<file path="config.mk">
export PLATFORM = sky130hd
export DESIGN_NAME = page_table_frame_allocator
export DESIGN_NICKNAME = d
export VERILOG_FILES = /design/src/hw/rtl/ptfa_pkg.sv /design/src/hw/rtl/page_table_frame_allocator.sv /design/src/hw/rtl/ptfa_ram.sv /design/src/hw/rtl/ptfa_find_free.sv
export SDC_FILE = /design/constraint.sdc
export NUM_CORES = 2
export LEC_CHECK = 0
export BUFFER_PORTS_ARGS = -buffer_cell sky130_fd_sc_hd__buf_2
export CAP_MARGIN = 20
export CORE_MARGIN = 4
export CORE_UTILIZATION = 40
export DETAILED_ROUTE_END_ITERATION = 16
export PLACE_DENSITY = 0.57
export RECOVER_POWER = 25
export SLEW_MARGIN = 30
export SYNTH_ARGS = -nofsm -noshare
export SYNTH_HDL_FRONTEND = slang
export SYNTH_SLANG_ARGS = --single-unit
</file>
<file path="constraint.sdc">
create_clock -name clk_i -period 14.8 [get_ports clk_i]
set_input_delay 2.96 -clock clk_i [delete_from_list [all_inputs] [get_ports clk_i]]
set_output_delay 2.96 -clock clk_i [all_outputs]
set_load 0.1 [all_outputs]
</file>
<file path="src/hw/rtl/ptfa_pkg.sv">
package ptfa_pkg;

  // default sizes
  localparam int unsigned FRAME_COUNT_DEF = 64;
  localparam int unsigned PAGE_BITS_DEF   = 8;
  localparam int unsigned PAGE_COUNT_DEF  = 256;

  // the frame bitmap is kept as rows of busy bits
  localparam int unsigned ROW_W = 32;
  localparam int unsigned BIT_W = $clog2(ROW_W);

  // page table entry: frame, present, read, write, execute
  localparam int unsigned ENT_W         = 10;
  localparam int unsigned ENT_FRAME_W   = 6;
  localparam int unsigned ENT_PRESENT   = 6;
  localparam logic [3:0]  ENT_MAP_FLAGS = 4'b1111;

  // operation codes
  localparam logic [2:0] OP_ALLOC      = 3'd0;
  localparam logic [2:0] OP_FREE_FRAME = 3'd1;
  localparam logic [2:0] OP_MAP        = 3'd2;
  localparam logic [2:0] OP_FREE_TABLE = 3'd3;
  localparam logic [2:0] OP_TRANSLATE  = 3'd4;
  localparam logic [2:0] OP_COUNT      = 3'd5;

  // result status codes
  localparam logic [1:0] ST_OK          = 2'd0;
  localparam logic [1:0] ST_NO_FRAME    = 2'd1;
  localparam logic [1:0] ST_NOT_PRESENT = 2'd2;

  // one result word
  typedef struct packed {
    logic [1:0]  status;
    logic [5:0]  frame_id;
    logic [13:0] phys_addr;
    logic [6:0]  free_frames;
  } res_t;

  // lowest free bit of one bitmap row
  typedef struct packed {
    logic             found;
    logic [BIT_W-1:0] idx;
  } pick_t;

endpackage

</file>
<file path="src/hw/rtl/page_table_frame_allocator.sv">
// Map, free frame, translate and count: taken in S_IDLE, result registered from S_EXEC,
// or from S_HOLD while the output is stalled; the next word is taken back in S_IDLE.
// Allocate scans the bitmap one 32-frame row per cycle up to a free frame or the last row.
// Free table walks the table one entry per cycle, pausing in S_FT_BUSY for a bitmap
// read-modify-write after each present entry whose frame lies below FRAME_COUNT.
// Reset: a clearing pass writes zeros to both memories, in_stall_o high.
module page_table_frame_allocator #(
  parameter int unsigned FRAME_COUNT = ptfa_pkg::FRAME_COUNT_DEF,
  parameter int unsigned PAGE_BITS   = ptfa_pkg::PAGE_BITS_DEF,
  parameter int unsigned PAGE_COUNT  = ptfa_pkg::PAGE_COUNT_DEF
) (
  input  logic        clk_i,
  input  logic        rst_ni,
  input  logic        in_valid_i,
  output logic        in_stall_o,
  input  logic [2:0]  opcode_i,
  input  logic [15:0] vaddr_i,
  input  logic [7:0]  page_i,
  input  logic [5:0]  frame_i,
  output logic        out_valid_o,
  input  logic        out_stall_i,
  output logic [1:0]  status_o,
  output logic [5:0]  frame_id_o,
  output logic [13:0] phys_addr_o,
  output logic [6:0]  free_frames_o
);

  localparam int unsigned ROWS   = (FRAME_COUNT + ptfa_pkg::ROW_W - 1) / ptfa_pkg::ROW_W;
  localparam int unsigned ROW_AW = ROWS > 1 ? $clog2(ROWS) : 1;
  localparam int unsigned PT_AW  = PAGE_COUNT > 1 ? $clog2(PAGE_COUNT) : 1;
  localparam int unsigned CLR_N  = PAGE_COUNT > ROWS ? PAGE_COUNT : ROWS;
  localparam int unsigned CLR_W  = CLR_N > 1 ? $clog2(CLR_N) : 1;
  localparam int unsigned CNT_W  = $clog2(FRAME_COUNT + 1);
  localparam logic [15:0] OFF_MASK = 16'((1 << PAGE_BITS) - 1);

  typedef enum logic [2:0] {
    S_CLR,
    S_IDLE,
    S_EXEC,
    S_ALLOC,
    S_FT_CHK,
    S_FT_BUSY,
    S_HOLD
  } state_e;

  state_e                        state_q, state_d;
  logic [CLR_W-1:0]              clr_q, clr_d;
  logic [PT_AW-1:0]              ptr_q, ptr_d;
  logic [ROW_AW-1:0]             row_q, row_d;
  logic [CNT_W-1:0]              cnt_q, cnt_d;
  logic [2:0]                    opcode_q, opcode_d;
  logic [15:0]                   vaddr_q, vaddr_d;
  logic [7:0]                    page_q, page_d;
  logic [5:0]                    frame_q, frame_d;
  logic [5:0]                    ftf_q, ftf_d;
  logic                          out_valid_q, out_valid_d;
  ptfa_pkg::res_t                out_q, out_d;
  ptfa_pkg::res_t                hold_q, hold_d;
  ptfa_pkg::res_t                res;

  logic                          pt_we;
  logic [PT_AW-1:0]              pt_waddr, pt_raddr;
  logic [ptfa_pkg::ENT_W-1:0]    pt_wdata, pt_rdata;
  logic                          bm_we;
  logic [ROW_AW-1:0]             bm_waddr, bm_raddr;
  logic [ptfa_pkg::ROW_W-1:0]    bm_wdata, bm_rdata;
  ptfa_pkg::pick_t               pick;

  logic                          accept;
  logic                          slot_free;
  logic                          fin;
  logic [15:0]                   vpage;
  logic [21:0]                   pa_full;
  logic [10:0]                   free_n;

  function automatic logic [ROW_AW-1:0] frame_row(input logic [5:0] f);
    return ROW_AW'(f >> ptfa_pkg::BIT_W);
  endfunction

  function automatic logic [ptfa_pkg::ROW_W-1:0] frame_bit(input logic [5:0] f);
    return ptfa_pkg::ROW_W'(1) << f[ptfa_pkg::BIT_W-1:0];
  endfunction

  // page table memory
  ptfa_ram #(
    .WIDTH (ptfa_pkg::ENT_W),
    .DEPTH (PAGE_COUNT)
  ) u_pt_ram (
    .clk_i   (clk_i),
    .we_i    (pt_we),
    .waddr_i (pt_waddr),
    .wdata_i (pt_wdata),
    .raddr_i (pt_raddr),
    .rdata_o (pt_rdata)
  );

  // frame busy bitmap memory
  ptfa_ram #(
    .WIDTH (ptfa_pkg::ROW_W),
    .DEPTH (ROWS)
  ) u_bm_ram (
    .clk_i   (clk_i),
    .we_i    (bm_we),
    .waddr_i (bm_waddr),
    .wdata_i (bm_wdata),
    .raddr_i (bm_raddr),
    .rdata_o (bm_rdata)
  );

  // lowest free frame in the row being scanned
  ptfa_find_free #(
    .FRAME_COUNT (FRAME_COUNT),
    .ROW_AW      (ROW_AW)
  ) u_find_free (
    .row_i  (row_q),
    .busy_i (bm_rdata),
    .pick_o (pick)
  );

  assign accept    = in_valid_i && (state_q == S_IDLE);
  assign slot_free = !out_valid_q || !out_stall_i;
  assign vpage     = vaddr_i >> PAGE_BITS;
  assign pa_full   = (22'(pt_rdata[ptfa_pkg::ENT_FRAME_W-1:0]) << PAGE_BITS) |
                     22'(vaddr_q & OFF_MASK);
  assign free_n    = 11'(FRAME_COUNT) - 11'(cnt_d);

  // sequencer: memory reads, read-modify-write and result assembly
  always_comb begin
    state_d     = state_q;
    clr_d       = clr_q;
    ptr_d       = ptr_q;
    row_d       = row_q;
    cnt_d       = cnt_q;
    opcode_d    = opcode_q;
    vaddr_d     = vaddr_q;
    page_d      = page_q;
    frame_d     = frame_q;
    ftf_d       = ftf_q;
    hold_d      = hold_q;
    out_d       = out_q;
    out_valid_d = out_valid_q && out_stall_i;
    pt_we       = 1'b0;
    pt_waddr    = '0;
    pt_wdata    = '0;
    pt_raddr    = '0;
    bm_we       = 1'b0;
    bm_waddr    = '0;
    bm_wdata    = '0;
    bm_raddr    = '0;
    fin         = 1'b0;
    res         = '0;
    res.status  = ptfa_pkg::ST_OK;

    unique case (state_q)
      // zero both memories after reset
      S_CLR: begin
        pt_we    = 32'(clr_q) < PAGE_COUNT;
        pt_waddr = PT_AW'(clr_q);
        bm_we    = 32'(clr_q) < ROWS;
        bm_waddr = ROW_AW'(clr_q);
        if (clr_q == CLR_W'(CLR_N - 1)) begin
          state_d = S_IDLE;
        end else begin
          clr_d = clr_q + 1'b1;
        end
      end

      // take a word and start its reads
      S_IDLE: begin
        pt_raddr = (opcode_i == ptfa_pkg::OP_FREE_TABLE) ? '0 : PT_AW'(vpage);
        bm_raddr = (opcode_i == ptfa_pkg::OP_ALLOC) ? '0 : frame_row(frame_i);
        if (accept) begin
          opcode_d = opcode_i;
          vaddr_d  = vaddr_i;
          page_d   = page_i;
          frame_d  = frame_i;
          row_d    = '0;
          ptr_d    = '0;
          if (opcode_i == ptfa_pkg::OP_ALLOC) begin
            state_d = S_ALLOC;
          end else if (opcode_i == ptfa_pkg::OP_FREE_TABLE) begin
            state_d = S_FT_CHK;
          end else begin
            state_d = S_EXEC;
          end
        end
      end

      // single-access operations
      S_EXEC: begin
        fin = 1'b1;
        unique case (opcode_q)
          ptfa_pkg::OP_FREE_FRAME: begin
            if (32'(frame_q) < FRAME_COUNT) begin
              bm_we    = 1'b1;
              bm_waddr = frame_row(frame_q);
              bm_wdata = bm_rdata & ~frame_bit(frame_q);
              if ((bm_rdata & frame_bit(frame_q)) != '0) begin
                cnt_d = cnt_q - 1'b1;
              end
            end
          end
          ptfa_pkg::OP_MAP: begin
            if (32'(page_q) < PAGE_COUNT) begin
              pt_we    = 1'b1;
              pt_waddr = PT_AW'(page_q);
              pt_wdata = {ptfa_pkg::ENT_MAP_FLAGS, frame_q};
            end
          end
          ptfa_pkg::OP_TRANSLATE: begin
            if ((32'(vaddr_q >> PAGE_BITS) >= PAGE_COUNT) ||
                !pt_rdata[ptfa_pkg::ENT_PRESENT]) begin
              res.status = ptfa_pkg::ST_NOT_PRESENT;
            end else begin
              res.phys_addr = pa_full[13:0];
            end
          end
          default: begin
          end
        endcase
      end

      // scan bitmap rows for the lowest free frame
      S_ALLOC: begin
        if (pick.found) begin
          bm_we          = 1'b1;
          bm_waddr       = row_q;
          bm_wdata       = bm_rdata | (ptfa_pkg::ROW_W'(1) << pick.idx);
          cnt_d          = cnt_q + 1'b1;
          res.frame_id   = 6'({row_q, pick.idx});
          fin            = 1'b1;
        end else if (row_q == ROW_AW'(ROWS - 1)) begin
          res.status = ptfa_pkg::ST_NO_FRAME;
          fin        = 1'b1;
        end else begin
          row_d    = row_q + 1'b1;
          bm_raddr = row_q + 1'b1;
        end
      end

      // table walk: clear present entries, release their frames
      S_FT_CHK: begin
        ftf_d = pt_rdata[ptfa_pkg::ENT_FRAME_W-1:0];
        if (pt_rdata[ptfa_pkg::ENT_PRESENT]) begin
          pt_we    = 1'b1;
          pt_waddr = ptr_q;
        end
        if (pt_rdata[ptfa_pkg::ENT_PRESENT] &&
            (32'(pt_rdata[ptfa_pkg::ENT_FRAME_W-1:0]) < FRAME_COUNT)) begin
          bm_raddr = frame_row(pt_rdata[ptfa_pkg::ENT_FRAME_W-1:0]);
          state_d  = S_FT_BUSY;
        end else if (ptr_q == PT_AW'(PAGE_COUNT - 1)) begin
          fin = 1'b1;
        end else begin
          ptr_d    = ptr_q + 1'b1;
          pt_raddr = ptr_q + 1'b1;
        end
      end

      S_FT_BUSY: begin
        bm_we    = 1'b1;
        bm_waddr = frame_row(ftf_q);
        bm_wdata = bm_rdata & ~frame_bit(ftf_q);
        if ((bm_rdata & frame_bit(ftf_q)) != '0) begin
          cnt_d = cnt_q - 1'b1;
        end
        if (ptr_q == PT_AW'(PAGE_COUNT - 1)) begin
          fin = 1'b1;
        end else begin
          ptr_d    = ptr_q + 1'b1;
          pt_raddr = ptr_q + 1'b1;
          state_d  = S_FT_CHK;
        end
      end

      // result waits for the output register
      S_HOLD: begin
        if (slot_free) begin
          out_d       = hold_q;
          out_valid_d = 1'b1;
          state_d     = S_IDLE;
        end
      end

      default: begin
        state_d = S_IDLE;
      end
    endcase

    // finished word goes to the output register or the hold register
    res.free_frames = (free_n > 11'd127) ? 7'd127 : free_n[6:0];
    if (fin) begin
      if (slot_free) begin
        out_d       = res;
        out_valid_d = 1'b1;
        state_d     = S_IDLE;
      end else begin
        hold_d  = res;
        state_d = S_HOLD;
      end
    end
  end

  // state and registered outputs
  always_ff @(posedge clk_i or negedge rst_ni) begin
    if (!rst_ni) begin
      state_q     <= S_CLR;
      clr_q       <= '0;
      ptr_q       <= '0;
      row_q       <= '0;
      cnt_q       <= '0;
      opcode_q    <= '0;
      vaddr_q     <= '0;
      page_q      <= '0;
      frame_q     <= '0;
      ftf_q       <= '0;
      hold_q      <= '0;
      out_q       <= '0;
      out_valid_q <= 1'b0;
    end else begin
      state_q     <= state_d;
      clr_q       <= clr_d;
      ptr_q       <= ptr_d;
      row_q       <= row_d;
      cnt_q       <= cnt_d;
      opcode_q    <= opcode_d;
      vaddr_q     <= vaddr_d;
      page_q      <= page_d;
      frame_q     <= frame_d;
      ftf_q       <= ftf_d;
      hold_q      <= hold_d;
      out_q       <= out_d;
      out_valid_q <= out_valid_d;
    end
  end

  assign in_stall_o    = (state_q != S_IDLE);
  assign out_valid_o   = out_valid_q;
  assign status_o      = out_q.status;
  assign frame_id_o    = out_q.frame_id;
  assign phys_addr_o   = out_q.phys_addr;
  assign free_frames_o = out_q.free_frames;

endmodule

</file>
<file path="src/hw/rtl/ptfa_ram.sv">
module ptfa_ram #(
  parameter int unsigned WIDTH = 8,
  parameter int unsigned DEPTH = 16
) (
  input  logic                                   clk_i,
  input  logic                                   we_i,
  input  logic [(DEPTH > 1 ? $clog2(DEPTH) : 1)-1:0] waddr_i,
  input  logic [WIDTH-1:0]                       wdata_i,
  input  logic [(DEPTH > 1 ? $clog2(DEPTH) : 1)-1:0] raddr_i,
  output logic [WIDTH-1:0]                       rdata_o
);

  logic [WIDTH-1:0] mem_q [DEPTH];

  // one write port, one registered read port
  always_ff @(posedge clk_i) begin
    if (we_i) begin
      mem_q[waddr_i] <= wdata_i;
    end
    rdata_o <= mem_q[raddr_i];
  end

endmodule

</file>
<file path="src/hw/rtl/ptfa_find_free.sv">
module ptfa_find_free #(
  parameter int unsigned FRAME_COUNT = ptfa_pkg::FRAME_COUNT_DEF,
  parameter int unsigned ROW_AW      = 1
) (
  input  logic [ROW_AW-1:0]          row_i,
  input  logic [ptfa_pkg::ROW_W-1:0] busy_i,
  output ptfa_pkg::pick_t            pick_o
);

  // lowest clear bit whose frame number lies below the frame count
  always_comb begin
    pick_o = '0;
    for (int b = ptfa_pkg::ROW_W - 1; b >= 0; b--) begin
      if (!busy_i[b] &&
          (32'({row_i, ptfa_pkg::BIT_W'(b)}) < FRAME_COUNT)) begin
        pick_o.found = 1'b1;
        pick_o.idx   = ptfa_pkg::BIT_W'(b);
      end
    end
  end

endmodule

</file>
==> impl_metrics.ini <==
[placement]
globalplace.congestion = 0.890
placed_cell_area_mm2 = 0.0854
hpwlAfterDp_um = 140000
io_buffer_count = 67
place_inst = 8591

[synth]
synth_nets = 6194
synth_top_area_cell = edfxtp_1
yosysSeqAreaShare_pct = 72.1
synth.distinct_cells = 108
ys.flop_type = edfxtp_1
yosys.area.top_type_share_pct = 67.6
synthCells = 6152
syn_area_mm2 = 0.0825
synth_seq_cells = 2012
async_reset_ff_share_pct = 5.82
avgSynthCellArea_um2 = 13.4
synth_edf_count = 1856
yosys_warnings = 0
ys_top_cells_by_area = edfxtp_1 (68%), nand2_1 (6.0%), dfrtp_1 (3.5%)

[clocking]
cts_sinks = 2012
cts_hold_buf = 0
cts_tree = built
root_buffer = clkbuf_16
clk_latency_ns = 0.87
clk_path_buf_depth = 3
cts_resized = 0
numCtsBuffers = 205
clk_pin_slew_worst_paths_ns = 0.06
post_cts_buffers = 0
cts_max_level = 4

[drt]
vias_per_cell = 5.91
wl_um = 240000
via_count = 53051
drtIter0Drc = 6594
postRouteAntennaNets = 0
dr.pass1.iters = 6
wl_per_cell_um = 26.7
route.detailed.drc = 0

[worst_setup_path]
rr_worst_depth = 7
cp_cell_sequence = nor2b_1 > nand2b_1 > nor4b_1 > clkbuf_1 > and2_0 > clkbuf_1 > buf_4
cpLargestDelayFamily = buffers and inverters
r2r_slack_ns = 4.31
critPathMaxStageDelay_ns = 3.35
crit_slowest_cell = clkbuf_1
start_kind = register
end_kind = register
path_buf_inv = 3
cpMostUsedCell = clkbuf_1
crit_fanout = 86
worstPathArrival_ns = 11.03
r2r_start = state_q[1]
critPathKind = reg2reg
worstPathRequired_ns = 15.34
r2r_end = u_pt_ram.mem_q[159][2]

[sta]
fmax_mhz = 95.3
hold_violations = 0
drv_slew = 1020
fin_setup_tns_ns = 0
finClkSkew_ns = 0.0669
whs_ns = 0.463
tightest_slew_ns = 4.78
slew_headroom_pct = -219
finalSetupViolCount = 0
grt_setup_unrepaired = no
layout_min_cycle_time_ns = 10.49
finalCritPeriodShare_pct = 70.9

[power_and_ir_drop]
p_total_w = 0.0170
power_leakage_nw = 30.6
p_seq_share_pct = 40.4
cell_internal_pwr_w = 0.0107
power.share.switching_pct = 36.7
irDropWorstVdd_mv = 0.141
pwr-share-clk_pct = 29.3
power_per_cell_area_mw_per_mm2 = 185
p_sw_w = 0.00623
combPwrFrac_pct = 30.3

[die]
die_area_mm2 = 0.214
dieHeight_um = 462
io-pin-count = 68
core-area_mm2 = 0.205
fp-row-count = 166
die_w_um = 462
initial_core_util_pct = 40.3

[final_layout]
fillCellCount = 18287
nNetsFinal = 6154
instances_no_fill = 8972
drive_gt1_share_pct = 9.49
final_area_mm2 = 0.0917
syn2layout_area_growth_pct = 11.2

[run_status]
failed_checks = max-capacitance violations, max-slew violations
outcome = complete, but fails checks

[hold_path]
hold_path_class = reg2reg
hold_end = u_bm_ram.rdata_o[14]
whs_path_depth = 1
min_from = u_bm_ram.mem_q[1][14]

[global_routing]
grt_antenna_before_repair = 6
first_global_vias = 50628
grt_max_degree = 193
grt.overflow.total = 0
grt_pass1_wl_um = 352000
grt_use_total_pct = 22.0

[job]
max_cap_viol_count = 18
==> power by group through the flow <==
stage                     registers [W]  logic, W  clock network (W)
after floorplan                 0.00690   0.00337                  0
after global placement          0.00695   0.00508                  0
after detailed placement        0.00695   0.00512                  0
after CTS                       0.00683   0.00514            0.00505
after global routing            0.00687   0.00551            0.00529
final                           0.00685   0.00514            0.00497
==> area by class of cell <==
cell class              count  area [um2]  share of cell area, %
clock buffers             262        5410                   5.89
clock inverters           112        1000                   1.09
multi-input cells        3691       21100                   23.0
diodes                      5        12.5                 0.0136
repair buffers            171        1300                   1.42
well taps                2688        3360                   3.67
flip-flops and latches   2012       59400                   64.8
inverters                  31         116                  0.127
==> Yosys cell counts (all sizes together) (10+ instances only) <==
cell    count
a31oi     176
o311ai     66
a32oi      78
xnor2      13
mux4       76
buf       202
a22o       11
edfxtp   1856
nand2b     13
o31ai      11
nand4      89
nor3       57
o211ai     14
mux2i     119
inv        31
clkbuf    216
a221oi     13
o21ai     132
and2       19
nand2    1317
nor2      334
mux2       42
nand3     488
a21oi     209
nor4       22
dfrtp     117
a211oi     11
nor2b      24
a311oi     54
dfxtp      39
nor3b      11
a22oi      26
nand3b     10
and3      119
==> state kept, by name (all words and copies together) (netlist names) <==
signal,count
status_o,2
page_q,8
u_bm_ram.rdata_o,32
state_q,3
frame_id_o,6
out_valid_o,1
u_bm_ram.mem_q,64
vaddr_q,8
row_q,1
u_pt_ram.rdata_o,7
ptr_q,8
phys_addr_o,14
u_pt_ram.mem_q,1792
frame_q,6
ftf_q,6
hold_q,29
cnt_q,7
clr_q,8
free_frames_o,7
opcode_q,3
==> how the worst max path moves through the flow <==
| stage | slack [ns] | from | to | cells after the start |
|---|---|---|---|---|
| 6_report | 4.31 | state_q[1] | u_pt_ram.mem_q[159][2] | 7 |
| 3_3_place_gp | 6.44 | opcode_i[2] | u_pt_ram.rdata_o[2] | 13 |
| 4_1_cts | 7.42 | opcode_i[2] | u_pt_ram.rdata_o[3] | 13 |
| 2_1_floorplan | 4.84 | state_q[1] | u_pt_ram.mem_q[0][4] | 6 |
| 5_1_grt | 3.85 | state_q[1] | u_pt_ram.mem_q[107][2] | 7 |
| 3_5_place_dp | 6.47 | opcode_i[2] | u_pt_ram.rdata_o[3] | 13 |
==> placed cells by master, fill, tap and decap left out, types with 52 or more instances in the layout <==
| cell | count |
|---|---|
| dfrtp_1 | 117 |
| buf_4 | 75 |
| and3_1 | 119 |
| clkbuf_1 | 64 |
| a21oi_1 | 205 |
| a311oi_1 | 54 |
| nand3_1 | 486 |
| clkbuf_16 | 206 |
| nand4_1 | 88 |
| edfxtp_1 | 1856 |
| buf_2 | 65 |
| mux2i_1 | 119 |
| o21ai_0 | 125 |
| a31oi_1 | 175 |
| nor2_1 | 329 |
| mux4_2 | 76 |
| nor3_1 | 54 |
| a32oi_1 | 78 |
| o311ai_0 | 63 |
| nand2_1 | 1310 |
| clkinv_1 | 52 |
==> metrics by stage <==
stage / util (%) / setup slack [ns]
2_1_floorplan: - / 4.84
3_3_place_gp: 41.7 / 6.44
3_5_place_dp: 41.7 / 6.47
4_1_cts: 44.8 / 7.42
5_1_grt: 44.8 / 3.85
6_report: 44.8 / 4.31
==> worst register-to-register path: cells and delay by family (launching register included) <==
kind / cells / cell delay, ns
flip-flops: 1 / 0.60
AND/OR/NAND/NOR: 4 / 1.83
buffers and inverters: 3 / 7.66
==> layer usage <==
| layer | routed length (um) | part of all wire (%) | vias up | global-route usage (%) |
|---|---|---|---|---|
| li1 | - | - | 23178 | - |
| met1 | 102000 | 42 | 27059 | 31.4 |
| met2 | 111000 | 46 | 2394 | 34.4 |
| met3 | 19800 | 8.3 | 416 | 4.02 |
| met4 | 7740 | 3.2 | 4 | 7.05 |
| met5 | 21 | 0.0088 | - | 0 |
==> logic make-up after synthesis <==
group	count (synthesis)	synth area share (%)
AOI/OAI and AO/OA	889	7.35
xor gates and xnor gates	20	0.212
adders and majority gates	5	0.0759
buffers and inverters	449	2.53
DFF	2012	72.1
muxes	237	4.09
and+or+nand+nor	2540	13.7
(Power assumes the default switching activity.)
